==> src/rtl/modexp_pkg.sv <==
// ----------------------------------------------------------------------------
// Modular exponentiation package
// Shared widths, the fixed prime and the multiplier request/response words.
// ----------------------------------------------------------------------------
package modexp_pkg;

   localparam int unsigned BASE_WIDTH = 30;
   localparam int unsigned EXP_WIDTH  = 63;
   localparam int unsigned EXP_CNT_W  = $clog2(EXP_WIDTH + 1);
   localparam int unsigned MUL_STEPS  = BASE_WIDTH;
   localparam int unsigned MUL_CNT_W  = $clog2(MUL_STEPS + 1);
   localparam int unsigned ACC_WIDTH  = BASE_WIDTH + 2;

   localparam logic [BASE_WIDTH-1:0] PRIME_MOD = BASE_WIDTH'(1000000007);
   localparam logic [ACC_WIDTH-1:0]  PRIME_X1  = ACC_WIDTH'(1000000007);
   localparam logic [ACC_WIDTH-1:0]  PRIME_X2  = ACC_WIDTH'(2000000014);

   typedef struct packed {
      logic                  start;
      logic [BASE_WIDTH-1:0] mcand;
      logic [BASE_WIDTH-1:0] mplier;
   } mul_req_type;

   typedef struct packed {
      logic                  done;
      logic [BASE_WIDTH-1:0] product;
   } mul_rsp_type;

endpackage

==> src/rtl/modular_exponentiation_core.sv <==
// ----------------------------------------------------------------------------
// Modular exponentiation core
// Base to the power of exponent, modulo 1000000007, by square-and-multiply.
//
// Input words arrive on req_valid/req_ready with req_base and req_exponent;
// results leave on rsp_valid/rsp_ready as rsp_power. One word is worked on at
// a time; req_ready is high whenever no word is in progress.
// Leading zero exponent bits are scanned off one at a time. The first set bit
// loads the base; every later bit costs a squaring and, if set, a multiply.
// Each multiply runs on the one bit-serial multiplier, one step for each of
// the 30 multiplier bits between an issue state and a wait for completion.
// When a result is registered the core returns to idle, where it takes the
// next input word.
// A finished word sits in an output register: a new input word is taken
// while it waits, and only the next completion waits on rsp_ready.
// Reset is synchronous and returns the core to idle with no word held.
// ----------------------------------------------------------------------------
module modular_exponentiation_core
   import modexp_pkg::*;
(
   input  logic                  clock,
   input  logic                  reset,
   input  logic                  req_valid,
   output logic                  req_ready,
   input  logic [BASE_WIDTH-1:0] req_base,
   input  logic [EXP_WIDTH-1:0]  req_exponent,
   output logic                  rsp_valid,
   input  logic                  rsp_ready,
   output logic [BASE_WIDTH-1:0] rsp_power
);

   localparam logic [2:0] S_IDLE     = 3'd0;
   localparam logic [2:0] S_SCAN     = 3'd1;
   localparam logic [2:0] S_SQR_GO   = 3'd2;
   localparam logic [2:0] S_SQR_WAIT = 3'd3;
   localparam logic [2:0] S_MUL_GO   = 3'd4;
   localparam logic [2:0] S_MUL_WAIT = 3'd5;
   localparam logic [2:0] S_DONE     = 3'd6;

   logic [2:0]            state_ff, state_in;
   logic [EXP_CNT_W-1:0]  cnt_ff, cnt_in;
   logic [EXP_WIDTH-1:0]  exp_ff, exp_in;
   logic [BASE_WIDTH-1:0] base_ff, base_in;
   logic [BASE_WIDTH-1:0] acc_ff, acc_in;
   logic                  rsp_valid_ff, rsp_valid_in;
   logic [BASE_WIDTH-1:0] rsp_power_ff, rsp_power_in;
   logic [2:0]            next_bit_state;
   logic                  exp_msb;
   mul_req_type           mul_req;
   mul_rsp_type           mul_rsp;

   modexp_mul u_mul (
      .clock   (clock),
      .reset   (reset),
      .mul_req (mul_req),
      .mul_rsp (mul_rsp)
   );

   assign exp_msb        = exp_ff[EXP_WIDTH-1];
   assign next_bit_state = (cnt_ff == EXP_CNT_W'(1)) ? S_DONE : S_SQR_GO;

   always_comb begin
      mul_req.start  = (state_ff == S_SQR_GO) || (state_ff == S_MUL_GO);
      mul_req.mcand  = acc_ff;
      mul_req.mplier = (state_ff == S_MUL_GO) ? base_ff : acc_ff;
   end

   always_comb begin
      state_in     = state_ff;
      cnt_in       = cnt_ff;
      exp_in       = exp_ff;
      base_in      = base_ff;
      acc_in       = acc_ff;
      rsp_valid_in = rsp_valid_ff;
      rsp_power_in = rsp_power_ff;

      if (rsp_valid_ff && rsp_ready) begin
         rsp_valid_in = 1'b0;
      end

      case (state_ff)
         S_IDLE: begin
            if (req_valid) begin
               base_in  = (req_base >= PRIME_MOD) ? req_base - PRIME_MOD : req_base;
               exp_in   = req_exponent;
               cnt_in   = EXP_CNT_W'(EXP_WIDTH);
               acc_in   = BASE_WIDTH'(1);
               state_in = S_SCAN;
            end
         end
         S_SCAN: begin
            exp_in = {exp_ff[EXP_WIDTH-2:0], 1'b0};
            cnt_in = cnt_ff - EXP_CNT_W'(1);
            if (exp_msb) begin
               acc_in   = base_ff;
               state_in = next_bit_state;
            end else if (cnt_ff == EXP_CNT_W'(1)) begin
               state_in = S_DONE;
            end
         end
         S_SQR_GO: begin
            state_in = S_SQR_WAIT;
         end
         S_SQR_WAIT: begin
            if (mul_rsp.done) begin
               acc_in = mul_rsp.product;
               if (exp_msb) begin
                  state_in = S_MUL_GO;
               end else begin
                  exp_in   = {exp_ff[EXP_WIDTH-2:0], 1'b0};
                  cnt_in   = cnt_ff - EXP_CNT_W'(1);
                  state_in = next_bit_state;
               end
            end
         end
         S_MUL_GO: begin
            state_in = S_MUL_WAIT;
         end
         S_MUL_WAIT: begin
            if (mul_rsp.done) begin
               acc_in   = mul_rsp.product;
               exp_in   = {exp_ff[EXP_WIDTH-2:0], 1'b0};
               cnt_in   = cnt_ff - EXP_CNT_W'(1);
               state_in = next_bit_state;
            end
         end
         S_DONE: begin
            if (!rsp_valid_ff || rsp_ready) begin
               rsp_valid_in = 1'b1;
               rsp_power_in = acc_ff;
               state_in     = S_IDLE;
            end
         end
         default: begin
            state_in = S_IDLE;
         end
      endcase
   end

   always_ff @(posedge clock) begin
      if (reset) begin
         state_ff     <= S_IDLE;
         rsp_valid_ff <= 1'b0;
         cnt_ff       <= '0;
      end else begin
         state_ff     <= state_in;
         rsp_valid_ff <= rsp_valid_in;
         cnt_ff       <= cnt_in;
      end
      exp_ff       <= exp_in;
      base_ff      <= base_in;
      acc_ff       <= acc_in;
      rsp_power_ff <= rsp_power_in;
   end

   assign req_ready = (state_ff == S_IDLE);
   assign rsp_valid = rsp_valid_ff;
   assign rsp_power = rsp_power_ff;

`ifndef SYNTHESIS
   a_done_in_wait: assert property (@(posedge clock) disable iff (reset)
      mul_rsp.done |-> (state_ff == S_SQR_WAIT || state_ff == S_MUL_WAIT))
      else $error("multiplier completion outside a wait state");

   a_acc_reduced: assert property (@(posedge clock) disable iff (reset)
      (state_ff != S_IDLE && state_ff != S_SCAN) |-> (acc_ff < PRIME_MOD))
      else $error("running value not reduced");

   a_rsp_reduced: assert property (@(posedge clock) disable iff (reset)
      rsp_valid |-> (rsp_power < PRIME_MOD))
      else $error("result word not reduced");
`endif

endmodule

==> src/rtl/modexp_mul.sv <==
// ----------------------------------------------------------------------------
// Bit-serial modular multiplier
// Interleaved multiply and reduce, one multiplier bit per cycle, MSB first.
// ----------------------------------------------------------------------------
module modexp_mul
   import modexp_pkg::*;
(
   input  logic        clock,
   input  logic        reset,
   input  mul_req_type mul_req,
   output mul_rsp_type mul_rsp
);

   logic                  busy_ff, busy_in;
   logic                  done_ff, done_in;
   logic [MUL_CNT_W-1:0]  cnt_ff, cnt_in;
   logic [BASE_WIDTH-1:0] a_ff, a_in;
   logic [BASE_WIDTH-1:0] m_ff, m_in;
   logic [BASE_WIDTH-1:0] r_ff, r_in;
   logic [ACC_WIDTH-1:0]  sum;
   logic [ACC_WIDTH-1:0]  sum_red;

   always_comb begin
      sum = {1'b0, r_ff, 1'b0} + (m_ff[BASE_WIDTH-1] ? {2'b00, a_ff} : '0);
      if (sum >= PRIME_X2) begin
         sum_red = sum - PRIME_X2;
      end else if (sum >= PRIME_X1) begin
         sum_red = sum - PRIME_X1;
      end else begin
         sum_red = sum;
      end
   end

   always_comb begin
      busy_in = busy_ff;
      done_in = 1'b0;
      cnt_in  = cnt_ff;
      a_in    = a_ff;
      m_in    = m_ff;
      r_in    = r_ff;
      if (mul_req.start) begin
         busy_in = 1'b1;
         cnt_in  = MUL_CNT_W'(MUL_STEPS);
         a_in    = mul_req.mcand;
         m_in    = mul_req.mplier;
         r_in    = '0;
      end else if (busy_ff) begin
         r_in   = sum_red[BASE_WIDTH-1:0];
         m_in   = {m_ff[BASE_WIDTH-2:0], 1'b0};
         cnt_in = cnt_ff - MUL_CNT_W'(1);
         if (cnt_ff == MUL_CNT_W'(1)) begin
            busy_in = 1'b0;
            done_in = 1'b1;
         end
      end
   end

   always_ff @(posedge clock) begin
      if (reset) begin
         busy_ff <= 1'b0;
         done_ff <= 1'b0;
         cnt_ff  <= '0;
      end else begin
         busy_ff <= busy_in;
         done_ff <= done_in;
         cnt_ff  <= cnt_in;
      end
      a_ff <= a_in;
      m_ff <= m_in;
      r_ff <= r_in;
   end

   assign mul_rsp.done    = done_ff;
   assign mul_rsp.product = r_ff;

endmodule

==> config.mk <==
export PLATFORM = sky130hd
export DESIGN_NAME = modular_exponentiation_core
export DESIGN_NICKNAME = d
export VERILOG_FILES = /design/src/rtl/modexp_pkg.sv /design/src/rtl/modular_exponentiation_core.sv /design/src/rtl/modexp_mul.sv
export SDC_FILE = /design/constraint.sdc
export NUM_CORES = 1
export LEC_CHECK = 0
export ABC_AREA = 1
export BUFFER_PORTS_ARGS = -buffer_cell sky130_fd_sc_hd__buf_2
export CAP_MARGIN = 20
export CELL_PAD_IN_SITES_DETAIL_PLACEMENT = 0
export CELL_PAD_IN_SITES_GLOBAL_PLACEMENT = 1
export CORE_MARGIN = 2
export CORE_UTILIZATION = 45
export DETAILED_ROUTE_END_ITERATION = 6
export HOLD_SLACK_MARGIN = 0.08
export PLACE_DENSITY_LB_ADDON = 0.12
export SLEW_MARGIN = 0
export SYNTH_ARGS = -nofsm -noshare
export SYNTH_HDL_FRONTEND = slang
export SYNTH_SLANG_ARGS = --single-unit
==> constraint.sdc <==
create_clock -name clock -period 5.5 [get_ports clock]
set_input_delay 0.55 -clock clock [delete_from_list [all_inputs] [get_ports clock]]
set_output_delay 0.55 -clock clock [all_outputs]
set_load 0.05 [all_outputs]
# Word level (Yosys, flattened, before mapping)
# Index checks and enable logic that the tools add are counted.
# Widths: inputs -> output; s select.
# word_totals
mem_bits_rw,0
mem_bits_ro,0
register_bits,260
latchBits,0
in_bits,97
memories,0
output_inout_bits,32
word_cells,97
# classes
order_cmp,3
n_eq_ne,16
reduce_logical,17
n_div,0
n_mul,0
shifts,0
n_mux,39
add_sub_neg,6
bitwise,1
# ops
operator,count
$mux 30,10
$mux 63,4
$pmux 63 s4,1
$pmux 30 s3,1
$sub 30x30->30 const B,3
$add 31x30->32,1
$ge 32x30->1 const B,1
$ge 32x31->1 const B,1
$ge 30x30->1 const B,1
$mux 3,8
$mux 6,4
$pmux 6 s4,1
$pmux 3 s7,1
$mux 5,2
$reduce_and 5->1,2
$eq 3x3->1 const B,3
$ne 2x2->1 const B,4
$reduce_and 4->1,2
$mux 1,7
$eq 3x2->1 const B,2
$eq 6x1->1 const B,1
$ne 2x1->1 const B,3
$sub 6x1->6 const B,1
$eq 5x1->1 const B,1
14 further kinds,17

# Logic depth before layout (Yosys ltp)
# logic_depth
depth_word,5
mapped_depth,31
mapped_depth_nobuf,29

# Cells and area by module
# Synthesis repeated with hierarchy kept, for this count alone.
# hier_totals
cells_unflattened,2466
hier_area_um2,17553.1
# by_module_without_submodules
module,area_each_um2,cells_per_inst,seq_area_each_um2,n_inst
modexp_mul,9377.7,1530,2542.4,1
modular_exponentiation_core,8175.3,936,4794.6,1

# Least setup slack after synthesis
# Ideal clock, no wire load.
# synth_timing
path_kind,reg-to-reg
start,register state_ff[2]
end,register cnt_ff[5]
path_buffers,0
arrival_ns,4.931
setup_ns,0.076
stages_incl_launch_ff,13
synth_period_minus_slack_ns,5.007
required_ns,5.424
slack_ns,0.493
cell_sequence,dfxtp_1 nor2_1 inv_1 nor2_1 inv_1 o22ai_1 nor2_1 inv_1 nor2_1 inv_1 nor3_1 nand3_1 a31oi_1
# synth_via
elab_chain_cells,3
word_cells_on_any_way,11
classes_between,7 x eq/ne; 1 x mux; 3 x reduce/logical
# synth_lines
item,line_no,source
from (decl),modular_exponentiation_core.sv:40,"logic [2:0] state_ff, state_in;"
from (signal assigned),modular_exponentiation_core.sv:146,state_ff <= state_in;
$logic_not 3->1 *,-,
named net req_ready,modular_exponentiation_core.sv:24,"output logic req_ready,"
$reduce_bool 4->1 (no line) / $ne 2x2->1 (equally long branches),-,
$reduce_and 5->1 (no line),-,
to (signal assigned),modular_exponentiation_core.sv:148,cnt_ff <= cnt_in;
to (decl),modular_exponentiation_core.sv:41,"logic [EXP_CNT_W-1:0] cnt_ff, cnt_in;"
# Mark *: on every way through the listed nets, which the timed path passes. The rest lies on a longest branch.
# A chain may end at the register's enable or synchronous reset.

# Final worst setup path
# layout_timing
start,register u_mul.m_ff[29]
end,register u_mul.r_ff[10]
# layout_via
elab_chain_cells,5
word_cells_on_any_way,8
classes_between,3 x add/sub; 2 x order compare; 3 x mux
# layout_lines
item,line_no,source
from (decl),modexp_mul.sv:18,"logic [BASE_WIDTH-1:0] m_ff, m_in;"
from (signal assigned),modexp_mul.sv:69,m_ff <= m_in;
$mux 30 *,modexp_mul.sv:24,"sum = {1'b0, r_ff, 1'b0} + (m_ff[BASE_WIDTH-1] ? {2'b00, a_ff} : '0);"
$add 31x30->32 *,modexp_mul.sv:24,
$sub 30x30->30 / $ge 32x30->1 (equally long branches),"modexp_mul.sv:28, modexp_mul.sv:27",
$mux 30,modexp_mul.sv:27,end else if (sum >= PRIME_X1) begin
$mux 30 *,modexp_mul.sv:25,if (sum >= PRIME_X2) begin
to (signal assigned),modexp_mul.sv:70,r_ff <= r_in;
to (decl),modexp_mul.sv:19,"logic [BASE_WIDTH-1:0] r_ff, r_in;"
# Every way passes the cells marked *; elsewhere a longest branch is shown, timed or not.

==> metrics.log <==
[metrics] Num CTS Buffers: 29
[metrics] count of state elements after synthesis: 260
[metrics] final weighted congestion in routability-driven placement: 0.9213
[metrics] number of global-route vias before repair: 13145
[metrics] initial standard-cell utilization of the core: 45.41%
[metrics] pin count of the biggest net entering global routing: 79
[metrics] Hold Crit Class: primary input to flip-flop
[metrics] num ports: 129
[metrics] multiplexer share of the synthesized area: 0%
[metrics] Critical Path Start Type: flip-flop
[metrics] launch instance of the worst min-delay path: req_base[27]
[metrics] post-CTS sizing: 0
[metrics] final setup violation count: 0
[metrics] end point of the worst hold path: base_ff[27]
[metrics] total via count after detailed routing: 13980
[metrics] antenna violations before repair: 1
[metrics] die height: 192.8 um
[metrics] Final Routed Wirelength: 48.15 mm
[metrics] # H-tree levels: 1
[metrics] Post-Syn Area: 16030 sq um
[metrics] library cell with the highest instance count after synthesis: sky130_fd_sc_hd__nand2_1
[metrics] share of flip-flops with an asynchronous set or reset: 0%
[metrics] list of cells traversed by the critical path: nand2_1 -> inv_1 -> ha_1 -> inv_1 -> fa_1 -> inv_1 -> nand3_1 -> nand2_1 -> nand3_1 -> nand3_2 -> nand2_1 -> nand3_1 -> nand2_1 -> nor2_2 -> nand2_1 -> nor2_2 -> nand3_4 -> nand3_4 -> nand2_1 -> nand2_1 -> nand2_1 -> nand3_1 -> nand2_1 -> inv_1
[metrics] clock transition at the register clock pins on the worst setup and hold paths after CTS: 0.06 ns
[metrics] Final Hold Violating Endpoints: 0
[metrics] terminus of the critical flop-to-flop path: u_mul.r_ff[10]
[metrics] Area Overhead vs Synth: 12.66%
[metrics] fraction of the cycle the final worst path needs: 83.73%
[metrics] Syn Inst Count: 2071
[metrics] post-DR wirelength/cell: 18.01 um
[metrics] type of element capturing the critical path: flip-flop
[metrics] gate family responsible for the most delay along the worst path: simple AND/OR/NAND/NOR gates
[metrics] data required time at the worst endpoint: 6.00 ns
[metrics] syn nets: 2206
[metrics] Horiz. Die Dim: 192.8 um
[metrics] area of all placed cells without fillers: 18060 sq um
[metrics] die area: 37160 sq um
[metrics] share of synthesized area occupied by flip-flops and latches: 45.76%
[metrics] cts-stage hold buffer count: 0
[metrics] top cells by count, synth: sky130_fd_sc_hd__nand2_1 (670), sky130_fd_sc_hd__inv_1 (274), sky130_fd_sc_hd__edfxtp_1 (213)
[metrics] run status: finished clean
[metrics] adder-cell share of the synthesized area: 3.012%
[metrics] Clock Sinks: 260
[metrics] area share of xor/xnor cells in the synthesized design: 2.840%
[metrics] compound-cell area share of the yosys netlist: 10.19%
[metrics] Vias/cell: 5.228
[metrics] number of buffers and inverters on the critical path: 4
[metrics] number of cells on the worst reg-to-reg path: 24
[metrics] actual slew at the worst max-slew pin: 0.9998 ns
[metrics] top flip-flop cell by instance count after synthesis: sky130_fd_sc_hd__edfxtp_1
[metrics] count of yosys warnings during synthesis: 0
[metrics] DP HPWL: 37.23 mm
[metrics] share of final-layout standard cells stronger than drive strength 1: 13.87%
[metrics] Slowest cell on crit path: sky130_fd_sc_hd__edfxtp_1
[metrics] combinational family with the most area after synthesis: simple AND/OR/NAND/NOR gates
[metrics] Root Driver: sky130_fd_sc_hd__clkbuf_16
[metrics] overall track demand over capacity in global routing: 26.27%
[metrics] count of routing violations after the opening detailed-route iteration: 1054
[metrics] Final WS setup: 0.8949 ns
[metrics] fraction of the mapped netlist area in simple logic gates: 29.43%
[metrics] worst slack, placed: 0.9291 ns
[metrics] worst slack on hold paths: 0.2766 ns
[metrics] ANT cells: 0
[metrics] Total Negative Setup Slacks: 0 ns
[metrics] highest achievable clock rate: 0.2172 GHz
[metrics] remaining global-route overflow: 0
[metrics] clock period minus final worst setup slack: 4.605 ns
[metrics] setup repair after global routing missed its margin: no
[metrics] number of enable-type register cells in the synthesized netlist: 213
[metrics] instance area after placement: 17130 sq um
[metrics] detailed-router iteration count before antenna repair: 6
[metrics] Antenna Nets Post-Route: 0
[metrics] clock latency on the worst-skew pair: 0.55 ns
[metrics] Synth cell types: 49
[metrics] number of maximum-capacitance violations: 0
[metrics] biggest cell delay along the critical path: 0.92 ns
[metrics] post-CTS setup buffers: 0
[metrics] std cell rows: 69
[metrics] FF-to-FF Start: u_mul.m_ff[29]
[metrics] maximum fanout along the worst path: 32
[metrics] library cell occupying the most area in the post-synthesis netlist: sky130_fd_sc_hd__edfxtp_1
[metrics] Remaining DRCs: 0
[metrics] first-pass GRT wire length: 74.67 mm
[metrics] area of the core region: 35310 sq um
[metrics] clock tree from TritonCTS: built
[metrics] fraction of synthesized cell area taken by the top area cell type: 39.89%
[metrics] IO Port Bufs: 128
[metrics] average cell area after synthesis: 7.742 sq um
[metrics] # nets final: 2325
[metrics] main area contributors after synthesis: sky130_fd_sc_hd__edfxtp_1 (40%), sky130_fd_sc_hd__nand2_1 (16%), sky130_fd_sc_hd__inv_1 (6.4%)
[metrics] worst reg-to-reg setup slack: 0.89 ns
[metrics] Critical Setup Path Class: flip-flop to flip-flop
[metrics] arrival time at the worst endpoint: 5.10 ns
[metrics] most prevalent standard cell on the critical path: sky130_fd_sc_hd__nand2_1
[metrics] slew margin rel.: 33.27%
[metrics] Clock Skews: 0.01110 ns
[metrics] number of max-slew violations in the final report: 0
[metrics] worst-case clock buffer depth: 3
[metrics] worst hold path cell count: 3
cells by family (layout without fill, tap and decap cells):
kind of cell,count (synthesis),count (layout)
AO/OA/AOI/OAI,260,260
XOR/XNOR,52,52
adder cells (fa/ha/maj),38,38
buffers and inverters,356,498
AND/OR/NAND/NOR,1105,1105
flip-flops,260,260
worst reg2reg max path, delay by kind of cell, from the launching register on:
kind,cells,cell delay (ns)
buffers and inverters,4,0.32
adder cells (fa/ha/maj),2,0.59
flip-flops,1,0.92
AND/OR/NAND/NOR,18,2.72
sequential cells by signal, indices dropped and copies added, names as in the netlist:
name / count
u_mul.cnt_ff: 5
state_ff: 3
u_mul.m_ff: 30
acc_ff: 30
exp_ff: 63
u_mul.done_ff: 1
u_mul.a_ff: 30
u_mul.r_ff: 30
cnt_ff: 6
base_ff: 30
u_mul.busy_ff: 1
rsp_power: 30
rsp_valid: 1
stage by stage:
stage / util (%) / std cells
floorplan: - / 2071
global placement: 48.52 / 2620
detailed placement: 48.52 / 2620
CTS: 51.16 / 2674
global route: 51.16 / 2674
finish: 51.16 / 2674
metal layers:
layer,share of wire (%),up-vias,track usage (%)
li1,-,6982,-
met1,43,6474,35.40
met2,46,434,42.28
met3,6.7,90,4.310
met4,4.1,0,10.19
met5,0,-,0
how the worst max path moves through the flow:
| stage | startpoint | to | slack, ns | cells after the start |
|---|---|---|---|---|
| after floorplan | state_ff[2] | cnt_ff[5] | 0.49 | 12 |
| after global placement | u_mul.m_ff[29] | u_mul.r_ff[16] | 0.93 | 26 |
| after detailed placement | u_mul.m_ff[29] | u_mul.r_ff[16] | 0.93 | 25 |
| after CTS | u_mul.m_ff[29] | u_mul.r_ff[16] | 0.89 | 24 |
| after global routing | u_mul.m_ff[29] | u_mul.r_ff[10] | 0.46 | 24 |
| final | u_mul.m_ff[29] | u_mul.r_ff[10] | 0.89 | 24 |
placed cells by master (no fill, tap or decap), types with 4 or more instances in the layout:
cell                          n
sky130_fd_sc_hd__nand2_1    670
sky130_fd_sc_hd__inv_1      272
sky130_fd_sc_hd__edfxtp_1   213
sky130_fd_sc_hd__nor2_1     174
sky130_fd_sc_hd__nand3_1    138
sky130_fd_sc_hd__buf_2      128
sky130_fd_sc_hd__a21oi_1    117
sky130_fd_sc_hd__a22o_1      63
sky130_fd_sc_hd__o21ai_0     51
sky130_fd_sc_hd__dfxtp_1     47
sky130_fd_sc_hd__xor2_1      45
sky130_fd_sc_hd__ha_1        37
sky130_fd_sc_hd__nand2_2     32
sky130_fd_sc_hd__clkbuf_16   29
sky130_fd_sc_hd__inv_2       24
sky130_fd_sc_hd__nor2_2      21
sky130_fd_sc_hd__nor3_1      20
sky130_fd_sc_hd__buf_4       18
sky130_fd_sc_hd__nand3_2     16
sky130_fd_sc_hd__nand4_1     11
sky130_fd_sc_hd__clkinv_2     9
sky130_fd_sc_hd__nor2_4       8
sky130_fd_sc_hd__a32o_1       8
sky130_fd_sc_hd__xnor2_1      7
sky130_fd_sc_hd__a31oi_1      5
sky130_fd_sc_hd__clkbuf_1     5
sky130_fd_sc_hd__clkinv_1     4
cell type report:
type	count	area, sq um
Fill cell	3481	17250
Sequential cell	260	7337
Multi-Input combinational cell	1455	7325
Inverter	298	1119
Clock buffer	37	785.8
Timing Repair Buffer	146	775.7
Tap cell	461	576.8
Clock inverter	17	146.4
Power is not shown: default switching activity piles up to over one toggle a cycle in this logic, so the estimate is an artifact.
